===== config.mk =====
export PLATFORM = sky130hd
export DESIGN_NAME = igd_fifo
export DESIGN_NICKNAME = d
export VERILOG_FILES = /design/src/sv/igd_indicator_engine_top_assert.svh /design/src/sv/igd_fifo.sv
export SDC_FILE = /design/constraint.sdc
export NUM_CORES = 1
export LEC_CHECK = 0
export ABC_CLOCK_PERIOD_IN_PS = 1770
export BUFFER_PORTS_ARGS = -buffer_cell sky130_fd_sc_hd__buf_2
export CORE_MARGIN = 2
export CORE_UTILIZATION = 41
export DETAILED_ROUTE_END_ITERATION = 16
export HOLD_SLACK_MARGIN = 0.06
export PLACE_DENSITY = 0.76
export SLEW_MARGIN = 10
export SYNTH_ARGS = -nofsm -noshare
export SYNTH_HDL_FRONTEND = slang
export SYNTH_SLANG_ARGS = --single-unit

===== constraint.sdc =====
create_clock -name clk -period 1.77 [get_ports clk]
set_input_delay 0.0885 -clock clk [delete_from_list [all_inputs] [get_ports clk]]
set_output_delay 0.0885 -clock clk [all_outputs]
set_load 0.1 [all_outputs]

===== src/sv/igd_indicator_engine_top_assert.svh =====
// assertion macros for the igd indicator engine
`ifndef IGD_INDICATOR_ENGINE_TOP_ASSERT_SVH
`define IGD_INDICATOR_ENGINE_TOP_ASSERT_SVH

`ifndef SYNTHESIS
`define IGD_ASSERT_IMP(lbl, ante, cons) \
  lbl: assert property (@(posedge clk) disable iff (!rst_n) (ante) |-> (cons)) \
    else $error("igd assertion failed");
`define IGD_ASSERT_NXT(lbl, ante, cons) \
  lbl: assert property (@(posedge clk) disable iff (!rst_n) (ante) |=> (cons)) \
    else $error("igd assertion failed");
`else
`define IGD_ASSERT_IMP(lbl, ante, cons)
`define IGD_ASSERT_NXT(lbl, ante, cons)
`endif

`endif


===== src/sv/igd_fifo.sv =====
// ----------------------------------------------------------------------------
// igd_fifo
// two-entry command queue between front and back
// ----------------------------------------------------------------------------
module igd_fifo #(
  parameter int W = 8
) (
  input  logic         clk,
  input  logic         rst_n,
  input  logic         push,
  input  logic [W-1:0] push_data,
  input  logic         pop,
  output logic [W-1:0] pop_data,
  output logic         empty,
  output logic         full
);
  logic [W-1:0] mem_r [2];
  logic         wp_r, rp_r;
  logic [1:0]   cnt_r;
  logic         do_push, do_pop;

  assign empty    = (cnt_r == 2'd0);
  assign full     = (cnt_r == 2'd2);
  assign do_push  = push && !full;
  assign do_pop   = pop && !empty;
  assign pop_data = mem_r[rp_r];

  always_ff @(posedge clk) begin
    if (!rst_n) begin
      wp_r  <= 1'b0;
      rp_r  <= 1'b0;
      cnt_r <= 2'd0;
    end else begin
      if (do_push) wp_r <= !wp_r;
      if (do_pop) rp_r <= !rp_r;
      case ({do_push, do_pop})
        2'b10:   cnt_r <= cnt_r + 2'd1;
        2'b01:   cnt_r <= cnt_r - 2'd1;
        default: cnt_r <= cnt_r;
      endcase
    end
  end

  always_ff @(posedge clk) begin
    if (do_push) mem_r[wp_r] <= push_data;
  end
endmodule


Word level (Yosys, flattened, before mapping) --
Memory sizes are Yosys's and may differ from the RTL's. A register that Yosys moved wholly into a read port is not among the register bits. Cells that the tools add are included.
Word-level totals: bits in registers 4, latch bits 0, RAM bits 16, ROM bits 0, input bits 12, output and inout port bits 10, word-level logic and storage cells 22, memories 1
Operators by class: add/sub/neg operators 2, multiply operators 0, div/mod/pow operators 0, order comparisons 0, equality and inequality tests 3, shift operators 0, muxes and demuxes 5, bitwise operators 0, reductions and logical operators 8
Memory list:
- mem_r | depth 2, bits a word 8, read ports 1, clocked after memory_dff 1, wr ports 1, RTL line igd_fifo.sv:17 | logic [W-1:0] mem_r [2];
Operators by type and width (number):
- $eq A2 B2 Y1 const B | 2
- $logic_not A1 Y1 | 4
- $mux W1 | 4
- $pmux W2 S2 | 1
- $add A2 B1 Y2 const B | 1
- $eq A2 B1 Y1 const B | 1
- $logic_and A1 B1 Y1 | 2
- $logic_not A2 Y1 | 1
- $reduce_bool A2 Y1 | 1
- $sub A2 B1 Y2 const B | 1

Logic depth before layout (Yosys ltp) --
depth in word-level cells 5, mapped depth 6, depth with buffers taken out 6

Worst setup path after synthesis --
OpenSTA, ideal clock, no wires.
path type register -> output, from reg cnt_r[0], to out empty, data arrival time 1.608 ns, data required time 1.681 ns, setup slack 0.074 ns, stages on the path, launching flop included 2, path buffers 0, path through dfxtp_1 > nor2_1
On the way: cells in the longest elaborated chain, start to end 1
Ends and longest elaborated chain:
- start: declaration | RTL line igd_fifo.sv:19 | logic [1:0] cnt_r;
- start signal: assignment | RTL line igd_fifo.sv:37 | 2'b10: cnt_r <= cnt_r + 2'd1;
- start signal: assignment | RTL line igd_fifo.sv:38 | 2'b01: cnt_r <= cnt_r - 2'd1;
- start signal: assignment | RTL line igd_fifo.sv:39 | default: cnt_r <= cnt_r;
- $logic_not A2 Y1 | RTL line igd_fifo.sv:22 | assign empty = (cnt_r == 2'd0);
- end: declaration | RTL line igd_fifo.sv:14 | output logic empty,
No other way between the ends.

==> results_dict.tcl <==
set metrics [dict create \
    ant_nets 0 \
    max_stage_delay_ns 0.54 \
    setup_slack_ns 0.176 \
    cts_max_level 1 \
    worstPathMaxFanout 8 \
    fin_tns_setup_ns 0 \
    num-nets-final 98 \
    cts.repair.resized 0 \
    synthCells 52 \
    layout.cells.non_filler 109 \
    cts_buffers 3 \
    viasPerCell 4.50 \
    finalCritPeriodShare_pct 90.1 \
    timing.fmax_mhz 627 \
    post-place-cells 97 \
    num_rows 15 \
    postCtsSetupBuffers 0 \
    maxSlewHeadroom_pct 67.8 \
    cp_cell_sequence "mux2_2 > buf_2" \
    hp-class "primary input to flop" \
    boundaryPins 22 \
    cp.required_ns 1.68 \
    setup_violations 0 \
    cts_buffer_depth 2 \
    drt_pass1_iterations 3 \
    tightestPinTransition_ns 0.486 \
    drive_gt1_share_pct 41.7 \
    dp_worst_setup_slack_ns 0.207 \
    synth-compound-area-share_pct 3.43 \
    initial_core_util_pct 45.0 \
    drt-initial-drc-count 4 \
    timing.clock.skew_ns 0.00113 \
    slew_viol_final 0 \
    clkLatencyLatePin_ns 0.29 \
    synthAdderAreaFrac_pct 1.56 \
    period_minus_slack_ns 1.59 \
    totalWireLength_mm 1.33 \
    muxShareOfSynthArea_pct 11.2 \
    post_drt_wl_per_cell_um 12.2 \
    antenna_cells 0 \
    ys_seq_area_share_pct 72.4 \
    portBuffers 21 \
    synth_top_family_by_area "multiplexers" \
    cts_tree "yes" \
    path_clk_slew_ns 0.11 \
    slowest_stage "dfxtp_1" \
    ys_seq_elements 21 \
    crit_arrival_ns 1.51 \
    overflow 0 \
    synth_cell_types 17 \
    die_h_um 48.2 \
    fill_cells 148 \
    seqCellArea_sq_um 581 \
    cap_violations 0 \
    grt_use_total_pct 12.7 \
    die_w_um 48.2 \
    synth-simple-area-share_pct 5.77 \
    grt_pass1_vias 495 \
    synthesis.nets 65 \
    area_growth_pct 30.0 \
    final_hold_viol_count 0 \
    place.gp.congestion 0.723 \
    cp-start-kind "flop" \
    critical_path_class "flop to primary output" \
    antenna_found_initial 0 \
    cts-hold-fix-buffers 8 \
    rsz0062_at_grt "false" \
    coreArea_sq_um 1780 \
    grt_first_pass_wirelength_mm 1.90 \
    clockRootBuffer "clkbuf_4" \
    dieArea_sq_um 2330 \
    synthXorXnorAreaFrac_pct 3.28 \
    status "complete, no violations" \
    dp_hpwl_um 865 \
    drt_drc_violations_left 0 \
    synth.avg_cell_area_sq_um 15.4 \
    netlist_area_sq_um 802 \
    multi_input_area_sq_um 203 \
    yosys_warnings 0 \
    vias 490 \
    cts.sinks 21 \
    grt_max_degree 13 \
    end_kind "primary output" \
]
-- routing by layer --
layer  up-vias  GRT usage, %  wire length [um]
li1        249             -                 -
met1       227          11.7               537
met2        12          24.7               735
met3         2          3.33                37
met4         0          6.49                18
met5         -             0                 0
-- cell usage after synthesis (all sizes together) --
master  number  share of area (%)
a21oi        2                1.2
and3         1               0.78
clkbuf       1               0.47
dfxtp        5                 12
edfxtp      16                 60
ha           1                1.6
inv          4                1.9
mux2         8                 11
nand2        1               0.47
nand2b       1                1.1
nor2         4                1.9
o21a         1               0.94
o21ai        2                1.2
or3          2                1.6
xnor2        2                2.2
xor2         1                1.1
-- critical path: cells and delay by family (launching register included) --
| kind | cells | cell delay, ns |
|---|---|---|
| mux | 1 | 0.38 |
| flops | 1 | 0.54 |
| buf+inv | 1 | 0.29 |
-- area by class of cell --
cell class	count	area share [%]
Sequential cell	21	55.7
Clock inverter	1	0.480
Inverter	4	1.44
Tap cell	25	3.00
Clock buffer	3	2.16
Timing Repair Buffer	29	17.8
Multi-Input combinational cell	26	19.4
-- cells in the final DEF, fill, tap and decap left out --
master and instances:
xor2_1 1, clkbuf_4 3, nand2_1 1, nor2_1 4, and3_1 1, xnor2_1 2, inv_2 1, o21ai_0 2
or3_1 2, clkinv_2 1, edfxtp_1 16, a21oi_1 2, nand2b_2 1, inv_1 3, mux2_2 8, ha_1 1
o21a_1 1, dfxtp_1 5, buf_2 21, dlygate4sd3_1 8
-- cells by family (layout without fill, tap and decap cells) --
logic type	after synthesis	after routing
DFF	21	21
and+or+nand+nor	9	9
muxes	8	8
AOI/OAI and AO/OA	5	5
buffers and inverters	5	37
xor gates and xnor gates	3	3
adders and majority gates	1	1
-- final timing paths --
check,start,endpoint,slack [ns],cells past startpoint
setup / recovery,flop,pop_data[4],0.18,2
hold reg to reg,wp_r,wp_r,0.52,2
setup reg to reg,cnt_r[0],cnt_r[1],0.19,5
hold / removal,rst_n,flop,0.07,3
-- registers in the layout, summed over array words and instances (netlist names), named ones only --
| name | count |
|---|---|
| mem_r | 16 |
| cnt_r | 2 |
| rp_r | 1 |
| wp_r | 1 |
-- metrics by stage --
stage / area, sq um / hold WS (ns) / util (%)
after global placement: 935 / 0.277 / 52.4
final: 1040 / 0.0712 / 58.5
after global routing: 1040 / 0.0931 / 58.5
after floorplan: 802 / 0.187 / -
after detailed placement: 935 / 0.282 / 52.4
after CTS: 1040 / 0.0700 / 58.5
Power is not shown: default switching activity piles up to over one toggle a cycle in this logic, so the estimate is an artifact.
