===== config.mk =====
export PLATFORM = sky130hd
export DESIGN_NAME = igd_front_flat
export DESIGN_NICKNAME = d
export VERILOG_FILES = /design/src/sv/igd_indicator_engine_top_assert.svh /design/src/sv/igd_pkg.sv /design/src/sv/igd_in_if.sv /design/src/sv/igd_front.sv /design/src/flat_wrapper.sv
export SDC_FILE = /design/constraint.sdc
export NUM_CORES = 1
export LEC_CHECK = 0
export BUFFER_PORTS_ARGS = -buffer_cell sky130_fd_sc_hd__buf_2
export CAP_MARGIN = 20
export CORE_MARGIN = 3
export CORE_UTILIZATION = 50
export CTS_CLUSTER_DIAMETER = 100
export CTS_CLUSTER_SIZE = 25
export DETAILED_ROUTE_END_ITERATION = 6
export PLACE_DENSITY = 0.87
export RECOVER_POWER = 50
export SKIP_CTS_REPAIR_TIMING = 1
export SLEW_MARGIN = 20
export SYNTH_ARGS = -nofsm -noshare
export SYNTH_HDL_FRONTEND = slang
export SYNTH_SLANG_ARGS = --single-unit

===== constraint.sdc =====
create_clock -name clk -period 16.6 [get_ports clk]
set_input_delay 0.83 -clock clk [delete_from_list [all_inputs] [get_ports clk]]
set_output_delay 0.83 -clock clk [all_outputs]
set_load 0.01 [all_outputs]

===== src/sv/igd_indicator_engine_top_assert.svh =====
// assertion macros for the igd indicator engine
`ifndef IGD_INDICATOR_ENGINE_TOP_ASSERT_SVH
`define IGD_INDICATOR_ENGINE_TOP_ASSERT_SVH

`ifndef SYNTHESIS
`define IGD_ASSERT_IMP(lbl, ante, cons) \
  lbl: assert property (@(posedge clk) disable iff (!rst_n) (ante) |-> (cons)) \
    else $error("igd assertion failed");
`define IGD_ASSERT_NXT(lbl, ante, cons) \
  lbl: assert property (@(posedge clk) disable iff (!rst_n) (ante) |=> (cons)) \
    else $error("igd assertion failed");
`else
`define IGD_ASSERT_IMP(lbl, ante, cons)
`define IGD_ASSERT_NXT(lbl, ante, cons)
`endif

`endif


===== src/sv/igd_pkg.sv =====
// ----------------------------------------------------------------------------
// igd_pkg
// shared codes, states and control types of the igd indicator engine
// ----------------------------------------------------------------------------
package igd_pkg;

  localparam logic [1:0] STATUS_OK     = 2'd0;
  localparam logic [1:0] STATUS_NO_SOL = 2'd1;
  localparam logic [1:0] STATUS_NO_REF = 2'd2;

  localparam logic REQ_REF       = 1'b0;
  localparam logic MODE_IGD_PLUS = 1'b1;

  localparam logic CFG_IDX_MODE = 1'b0;
  localparam logic CFG_IDX_NOBJ = 1'b1;
  localparam int   CFG_DATA_W   = 4;
  localparam logic [3:0] NOBJ_RESET = 4'd2;

  typedef enum logic [7:0] {
    ST_IDLE  = 8'b0000_0001,
    ST_CMP   = 8'b0000_0010,
    ST_DRAIN = 8'b0000_0100,
    ST_FIN   = 8'b0000_1000,
    ST_SQ_RD = 8'b0001_0000,
    ST_SQ_LD = 8'b0010_0000,
    ST_SQ_IT = 8'b0100_0000,
    ST_DIV   = 8'b1000_0000
  } back_state_t;

  typedef struct packed {
    logic ref_we;
    logic sol_clear;
  } front_ctl_t;

endpackage


===== src/sv/igd_in_if.sv =====
// ----------------------------------------------------------------------------
// igd_in_if
// input channel: one coordinate per transfer
// ----------------------------------------------------------------------------
interface igd_in_if;
  logic        valid;
  logic        ready;
  logic        req_type;
  logic [31:0] coord_value;
  logic        last_of_set;

  modport source (output valid, req_type, coord_value, last_of_set, input ready);
  modport sink   (input valid, req_type, coord_value, last_of_set, output ready);
endinterface


===== src/sv/igd_front.sv =====
// ----------------------------------------------------------------------------
// igd_front
// accepts coordinates, stores the reference front, assembles solution points
// ----------------------------------------------------------------------------
module igd_front #(
  parameter int MAX_REF_POINTS = 256,
  parameter int MAX_OBJECTIVES = 8,
  parameter int COORD_WIDTH    = 32,
  localparam int KW   = (MAX_OBJECTIVES > 1) ? $clog2(MAX_OBJECTIVES) : 1,
  localparam int RW   = (MAX_REF_POINTS > 1) ? $clog2(MAX_REF_POINTS) : 1,
  localparam int NW   = $clog2(MAX_OBJECTIVES + 1),
  localparam int CNTW = $clog2(MAX_REF_POINTS + 1),
  localparam int EW   = 2 + MAX_OBJECTIVES * COORD_WIDTH
) (
  input  logic                    clk,
  input  logic                    rst_n,
  igd_in_if.sink                  in_ch,
  input  logic [NW-1:0]           nobj,
  input  logic                    back_idle,
  input  logic                    fifo_empty,
  input  logic                    fifo_full,
  output logic                    push,
  output logic [EW-1:0]           push_data,
  output igd_pkg::front_ctl_t     ctl,
  output logic [RW+KW-1:0]        ref_waddr,
  output logic [COORD_WIDTH-1:0]  ref_wdata,
  output logic [CNTW-1:0]         ref_count
);
  import igd_pkg::*;

  logic                   loading_r, loading_nxt;
  logic [KW-1:0]          pos_r, pos_nxt;
  logic [CNTW-1:0]        cnt_r, cnt_nxt;
  logic [COORD_WIDTH-1:0] buf_r [MAX_OBJECTIVES];

  logic                   accept, is_ref, last;
  logic [COORD_WIDTH-1:0] coord;
  logic [KW-1:0]          pos_eff, pos_sel;
  logic [CNTW-1:0]        cnt_sel;
  logic                   pt_done, cmp, fin;
  logic [MAX_OBJECTIVES*COORD_WIDTH-1:0] point;

  assign in_ch.ready = !fifo_full && (in_ch.req_type != REQ_REF || (fifo_empty && back_idle));
  assign accept      = in_ch.valid && in_ch.ready;
  assign is_ref      = (in_ch.req_type == REQ_REF);
  assign last        = in_ch.last_of_set;
  assign coord       = in_ch.coord_value[COORD_WIDTH-1:0];
  assign ref_count   = cnt_r;
  assign ref_wdata   = coord;

  assign pos_eff = (NW'(pos_r) >= nobj) ? '0 : pos_r;
  assign pos_sel = (is_ref ? loading_r : !loading_r) ? pos_eff : '0;
  assign cnt_sel = (is_ref && !loading_r) ? '0 : cnt_r;
  assign pt_done = (NW'(pos_sel) + NW'(1)) == nobj;
  assign ref_waddr = {cnt_sel[RW-1:0], pos_sel};

  // new coordinate merged into the buffered point
  always_comb begin
    for (int j = 0; j < MAX_OBJECTIVES; j++) begin
      point[j*COORD_WIDTH +: COORD_WIDTH] = (KW'(j) == pos_sel) ? coord : buf_r[j];
    end
  end

  always_comb begin
    loading_nxt = loading_r;
    pos_nxt     = pos_r;
    cnt_nxt     = cnt_r;
    ctl         = '0;
    cmp         = 1'b0;
    fin         = 1'b0;
    if (accept) begin
      if (is_ref) begin
        loading_nxt = 1'b1;
        if (!loading_r) ctl.sol_clear = 1'b1;
        ctl.ref_we = (cnt_sel < CNTW'(MAX_REF_POINTS));
        if (pt_done) begin
          pos_nxt = '0;
          cnt_nxt = (cnt_sel < CNTW'(MAX_REF_POINTS)) ? cnt_sel + CNTW'(1) : cnt_sel;
        end else begin
          pos_nxt = pos_sel + KW'(1);
          cnt_nxt = cnt_sel;
        end
        if (last) begin
          loading_nxt   = 1'b0;
          pos_nxt       = '0;
          ctl.sol_clear = 1'b1;
        end
      end else begin
        if (loading_r) begin
          loading_nxt   = 1'b0;
          ctl.sol_clear = 1'b1;
        end
        if (pt_done) begin
          cmp     = 1'b1;
          pos_nxt = '0;
        end else begin
          pos_nxt = pos_sel + KW'(1);
        end
        if (last) begin
          fin     = 1'b1;
          pos_nxt = '0;
        end
      end
    end
  end

  assign push      = cmp || fin;
  assign push_data = {cmp, fin, point};

  always_ff @(posedge clk) begin
    if (!rst_n) begin
      loading_r <= 1'b0;
      pos_r     <= '0;
      cnt_r     <= '0;
    end else begin
      loading_r <= loading_nxt;
      pos_r     <= pos_nxt;
      cnt_r     <= cnt_nxt;
    end
  end

  always_ff @(posedge clk) begin
    if (accept && !is_ref) buf_r[pos_sel] <= coord;
  end
endmodule


===== src/flat_wrapper.sv =====
// flat-port wrapper written by rule: the top's interface ports become plain ports
module igd_front_flat import igd_pkg::*;
#(
  parameter int MAX_REF_POINTS = 256,
  parameter int MAX_OBJECTIVES = 8,
  parameter int COORD_WIDTH    = 32,
  localparam int KW   = (MAX_OBJECTIVES > 1) ? $clog2(MAX_OBJECTIVES) : 1,
  localparam int RW   = (MAX_REF_POINTS > 1) ? $clog2(MAX_REF_POINTS) : 1,
  localparam int NW   = $clog2(MAX_OBJECTIVES + 1),
  localparam int CNTW = $clog2(MAX_REF_POINTS + 1),
  localparam int EW   = 2 + MAX_OBJECTIVES * COORD_WIDTH
)
  (clk, rst_n, nobj, back_idle, fifo_empty, fifo_full, push, push_data, ctl, ref_waddr, ref_wdata, ref_count, in_ch_valid, in_ch_req_type, in_ch_coord_value, in_ch_last_of_set, in_ch_ready);
  igd_in_if in_ch_i ();
  input  logic clk;
  input  logic rst_n;
  input  logic [NW-1:0] nobj;
  input  logic back_idle;
  input  logic fifo_empty;
  input  logic fifo_full;
  output logic push;
  output logic [EW-1:0] push_data;
  output igd_pkg::front_ctl_t ctl;
  output logic [RW+KW-1:0] ref_waddr;
  output logic [COORD_WIDTH-1:0] ref_wdata;
  output logic [CNTW-1:0] ref_count;
  input wire logic [$bits(in_ch_i.valid)-1:0] in_ch_valid;
  input wire logic [$bits(in_ch_i.req_type)-1:0] in_ch_req_type;
  input wire logic [$bits(in_ch_i.coord_value)-1:0] in_ch_coord_value;
  input wire logic [$bits(in_ch_i.last_of_set)-1:0] in_ch_last_of_set;
  output wire logic [$bits(in_ch_i.ready)-1:0] in_ch_ready;
  assign in_ch_i.valid = in_ch_valid;
  assign in_ch_i.req_type = in_ch_req_type;
  assign in_ch_i.coord_value = in_ch_coord_value;
  assign in_ch_i.last_of_set = in_ch_last_of_set;
  assign in_ch_ready = in_ch_i.ready;
  igd_front #(.MAX_REF_POINTS(MAX_REF_POINTS), .MAX_OBJECTIVES(MAX_OBJECTIVES), .COORD_WIDTH(COORD_WIDTH)) u_core (.clk(clk), .rst_n(rst_n), .in_ch(in_ch_i), .nobj(nobj), .back_idle(back_idle), .fifo_empty(fifo_empty), .fifo_full(fifo_full), .push(push), .push_data(push_data), .ctl(ctl), .ref_waddr(ref_waddr), .ref_wdata(ref_wdata), .ref_count(ref_count));
endmodule

### Yosys cells after proc, flatten, opt, wreduce, memory -nomap -nowiden

Memories as Yosys holds them, arrays and structs flattened.
Index checks and enable logic that the tools add are counted.

| operators by class | value |
|---|---|
| reductions and logical operators | 11 |
| muxes and demuxes | 32 |
| eq/ne operators | 8 |
| $lt $le $gt $ge | 2 |
| add/sub/neg operators | 3 |
| bitwise logic cells | 1 |

Operators by type and width:

| operator | count |
|---|---|
| $mux W32 | 8 |
| $mux W9 | 3 |
| $mux W1 | 16 |
| $eq A3 B3 Y1 const A | 4 |
| $mux W3 | 4 |
| $add A9 B1 Y9 const B | 1 |
| $lt A9 B9 Y1 const B | 1 |
| $eq A2 B3 Y1 const A | 2 |
| $logic_and A1 B1 Y1 | 5 |
| $add A3 B1 Y4 const B | 1 |
| $eq A4 B4 Y1 | 1 |
| $ge A3 B4 Y1 | 1 |
| $add A3 B1 Y3 const B | 1 |
| $eq A1 B3 Y1 const A | 1 |
| $logic_not A3 Y1 | 1 |
| $logic_not A1 Y1 | 2 |
| $logic_or A1 B1 Y1 | 2 |
| $mux W2 | 1 |
| $reduce_and A2 Y1 | 1 |
| $not A1 Y1 | 1 |

| storage, ports and cells | value |
|---|---|
| output and inout port bits | 314 |
| bits in registers | 13 |
| memories | 1 |
| RAM bits | 256 |

Memory list:

| memory | depth | bits a word | rd ports | clocked after Yosys merged registers in | write ports | RTL line | text |
|---|---|---|---|---|---|---|---|
| u_core.buf_r | 8 | 32 | 8 | 0 | 1 | igd_front.sv:34 | `logic [COORD_WIDTH-1:0] buf_r [MAX_OBJECTIVES];` |

### Logic depth before layout (Yosys ltp)

| logic depth | value |
|---|---|
| word-level depth | 9 |
| depth in mapped cells | 15 |
| depth with buffers taken out | 15 |

### Worst setup path after synthesis

Ideal clock, no wire load.

| path | value |
|---|---|
| kind | input to register |
| start point | input in_ch_req_type |
| end point | memory u_core.buf_r[1][0], enable pin |
| data required time | 16,099 ps |
| path buffers | 1 |
| slack | 10,833 ps |
| stages on the path | 7 |
| data arrival time | 5,266 ps |
| library setup time | 501 ps |
| cells stage by stage | clkbuf_1 inv_1 ha_1 nand2_2 a2111oi_4 nor2_4 nor4_1 |

| between the ends | value |
|---|---|
| longest elaborated chain between the ends | 6 |
| elaborated cells between the ends (all ways) | 8 |
| those cells by class | mux (4); reduce/logical (4) |

RTL lines:

| element | RTL line | text |
|---|---|---|
| start, declared | flat_wrapper.sv:28 | `input wire logic [$bits(in_ch_i.req_type)-1:0] in_ch_req_type;` |
| $logic_or A1 B1 Y1 | igd_front.sv:43 | `assign in_ch.ready = !fifo_full && (in_ch.req_type != REQ_REF \|\| (fifo_empty && back_idle));` |
| $logic_and A1 B1 Y1 | igd_front.sv:43 |  |
| $logic_and A1 B1 Y1 | igd_front.sv:44 | `assign accept = in_ch.valid && in_ch.ready;` |
| $logic_and A1 B1 Y1 | igd_front.sv:123 | `if (accept && !is_ref) buf_r[pos_sel] <= coord;` |
| $mux W1 | igd_front.sv:123 |  |
| $mux W1 (not written as such) | igd_front.sv:123 |  |
| end, declared | igd_front.sv:34 |  |

Several ways; a longest one is shown, not always the timed one.

### Worst setup path in the final report

| path | value |
|---|---|
| start point | input in_ch_req_type |
| end point | output push_data[191] |

| between the ends | value |
|---|---|
| longest elaborated chain between the ends | 4 |

RTL lines:

| element | RTL line | text |
|---|---|---|
| $mux W1 | igd_front.sv:52 | `assign pos_sel = (is_ref ? loading_r : !loading_r) ? pos_eff : '0;` |
| $mux W3 | igd_front.sv:52 |  |
| $eq A3 B3 Y1 | igd_front.sv:60 | `point[j*COORD_WIDTH +: COORD_WIDTH] = (KW'(j) == pos_sel) ? coord : buf_r[j];` |
| $mux W32 | igd_front.sv:60 |  |
| end, declared | flat_wrapper.sv:22 | `output logic [EW-1:0] push_data;` |

No other way between the ends.

==> metrics.json <==
{
  "power_and_ir_drop": {
    "total_power_density_per_cell_area_mw_per_mm2": 83.1,
    "p_leak_nw": 5.20,
    "finalPower_w": 0.00120,
    "irDropWorstVdd_uv": 72.4
  },
  "clocking": {
    "clock_tree_from_tritoncts": "yes",
    "cts_inserted_buffers": 14,
    "numClockSinks": 269,
    "clock_latency_ps": 490,
    "clk_root_buffer_cell": "sky130_fd_sc_hd__clkbuf_16",
    "cts.htree.levels": 1,
    "clk_pin_slew_worst_paths_ps": 90,
    "cts_buffer_depth": 3
  },
  "synth": {
    "synth_seq_area_share": 0.650,
    "synth_top_area_share": 0.629,
    "leading_register_cell_type_out_of_synthesis": "sky130_fd_sc_hd__edfxtp_1",
    "yosysWarningCount": 0,
    "synth-edff-count": 256,
    "synthDistinctLibCells": 49,
    "synth-seq-cells": 269,
    "synth_area_leaders": "sky130_fd_sc_hd__edfxtp_1, sky130_fd_sc_hd__mux2_2, sky130_fd_sc_hd__mux2_1",
    "mappedNetlistNets": 784,
    "synthesis.area_per_instance_um2": 16.8,
    "synth.cell_area_mm2": 0.0122,
    "synth_cells": 729,
    "async_flop_share": 0,
    "post_synth_top_area_cell": "sky130_fd_sc_hd__edfxtp_1"
  },
  "global_route": {
    "grt_antenna_before_repair": 0,
    "global_route.overflow_total": 0,
    "grt_first_pass_wirelength_um": 46300,
    "grt_pass1_vias": 7561,
    "globalRouteTotalUtil": 0.228,
    "grt_max_degree": 33
  },
  "job": {
    "drv_cap": 2
  },
  "finish": {
    "antenna-diode-count": 0,
    "leading_cell_type_in_the_layout_fill_and_taps_excluded": "sky130_fd_sc_hd__buf_2",
    "layout.nets": 1104,
    "post_route_cell_area_mm2": 0.0144,
    "final_layout_size_suffix_gt1_frac": 0.454,
    "filler_cell_count": 1863,
    "layout.cells.most_common_list": "sky130_fd_sc_hd__buf_2, sky130_fd_sc_hd__edfxtp_1, sky130_fd_sc_hd__mux2_2, sky130_fd_sc_hd__clkbuf_1, sky130_fd_sc_hd__mux2_1",
    "area_growth_pct": 17.7
  },
  "route": {
    "top_signal_layer_used": "met4",
    "wl_met3_um": 2150,
    "detailed_routing_iteration_count_for_the_pre_antenna_repair_pass": 5,
    "drc": 0,
    "dr_total_vias": 7658,
    "wl_met2_um": 15600,
    "drt.antenna.violating_nets": 0,
    "vias_per_cell": 5.58,
    "post_route_met1_wirelength_um": 12800,
    "detailedRoute.firstIterationViolations": 560,
    "routed_wl_per_cell_um": 22.9,
    "drt_wl_total_um": 31500
  },
  "sta": {
    "timing.clock.skew_ps": 18.4,
    "final_period_minus_worst_setup_slack_ps": 5220,
    "grt_setup_unrepaired": "no",
    "setup_viol": 0,
    "achievable-frequency_mhz": 191,
    "fin_setup_tns_ps": 0,
    "maxSlewViolCount": 66,
    "timing.max_slew.rel_slack": -0.564,
    "post-route-worst-setup-slack_ps": 11380,
    "finalHoldViolCount": 0,
    "worstMarginPinSlew_ps": 2350,
    "timing.final.crit_share": 0.315,
    "hold_slack_ps": 525
  },
  "critical_path": {
    "end_kind": "output port",
    "worstSetupStartpointType": "input pin",
    "worst-endpoint-arrival_ps": 4390,
    "timing.critical_path.fanout_max": 32,
    "worst-endpoint-required_ps": 15770,
    "crit_type": "input pin to output port"
  },
  "status": {
    "status": "complete, but fails checks",
    "violations": "capacitance limit, slew limit"
  },
  "hold_path": {
    "worstHoldPathType": "register to register"
  },
  "floorplan": {
    "die_outline_area_mm2": 0.0264,
    "fp.dieH_um": 162,
    "chipWidth_um": 162,
    "row_count": 56,
    "initial_core_util": 0.515,
    "core-area_mm2": 0.0238,
    "design.portCount": 358
  },
  "placed_design": {
    "placement.io_buffers": 357,
    "dp_hpwl_um": 19600,
    "dp_slack_ps": 11610,
    "place_area_mm2": 0.0141,
    "finalWeightedCongestion": 0.886
  }
}
-- final timing paths --
| kind | from | endpoint | slack (ps) | cells past startpoint |
|---|---|---|---|---|
| worst max-delay path | in_ch_req_type | push_data[191] | 11380 | 11 |
| worst min-delay path | u_core.loading_r$_SDFFE_PN0P_ | u_core.loading_r$_SDFFE_PN0P_ | 530 | 2 |
| worst max register to register | u_core.pos_r[0]$_SDFFE_PN0P_ | u_core.buf_r[7][14]$_DFFE_PP_ | 12270 | 8 |
| worst min register to register | u_core.loading_r$_SDFFE_PN0P_ | u_core.loading_r$_SDFFE_PN0P_ | 530 | 2 |
-- flip-flops by register name, summed over array words and instances (netlist names) --
name              count
u_core.buf_r        256
u_core.ref_count      9
u_core.pos_r          3
u_core.loading_r      1
-- cell type report --
| type | instances | area [µm²] | share of cell area |
|---|---|---|---|
| Clock buffer | 19 | 400 | 0.0278 |
| Clock inverter | 1 | 30.0 | 0.00209 |
| Inverter | 10 | 40.0 | 0.00278 |
| Multi-Input combinational cell | 386 | 3830 | 0.266 |
| Sequential cell | 269 | 7950 | 0.552 |
| Tap cell | 319 | 399 | 0.0277 |
| Timing Repair Buffer | 368 | 1740 | 0.121 |
-- per-stage QoR --
stage / cells / utilization
after floorplan: 729 / -
after global placement: 1352 / 0.595
after global routing: 1372 / 0.606
final: 1372 / 0.606
after detailed placement: 1352 / 0.595
after CTS: 1372 / 0.613
-- power breakdown --
part | total, W | internal [W] | switching (W) | leakage, nW
clock | 0.000387 | 0.000186 | 0.000201 | 0.210
combinational | 0.0000632 | 0.0000195 | 0.0000438 | 2.58
sequential | 0.000745 | 0.000745 | 0.000000761 | 2.41
-- cells in the mapped netlist (all sizes together), types with 5 or more instances --
cell type and n:
nand3 12, nor2 13, ha 11, nor4 5, inv 10, nor3 9, buf 58, nand2 24
nand4 5, a21oi 5, mux2 256, clkbuf 6, dfxtp 13, nor2b 9, edfxtp 256
-- worst max-delay path: stages --
cell and delay [ps]:
sky130_fd_sc_hd__clkbuf_1 300, sky130_fd_sc_hd__inv_1 140, sky130_fd_sc_hd__ha_1 410, sky130_fd_sc_hd__nand2_1 170, sky130_fd_sc_hd__o21ba_1 190, sky130_fd_sc_hd__nor2_1 460, sky130_fd_sc_hd__inv_1 240, sky130_fd_sc_hd__ha_1 300
sky130_fd_sc_hd__nand2_2 740, sky130_fd_sc_hd__mux2_2 430, sky130_fd_sc_hd__buf_2 140
-- layer usage --
metal,vias up,track usage
met5,-,0
met4,0,0.0659
met2,364,0.387
met3,54,0.0412
li1,3402,-
met1,3838,0.302
-- kinds of logic after synthesis --
logic type	share of synthesized area
muxes	0.239
xor gates and xnor gates	0.00358
buffers and inverters	0.0370
DFF	0.650
AOI/OAI and AO/OA	0.0172
and+or+nand+nor	0.0420
adders and majority gates	0.0113
(Power assumes the default switching activity.)
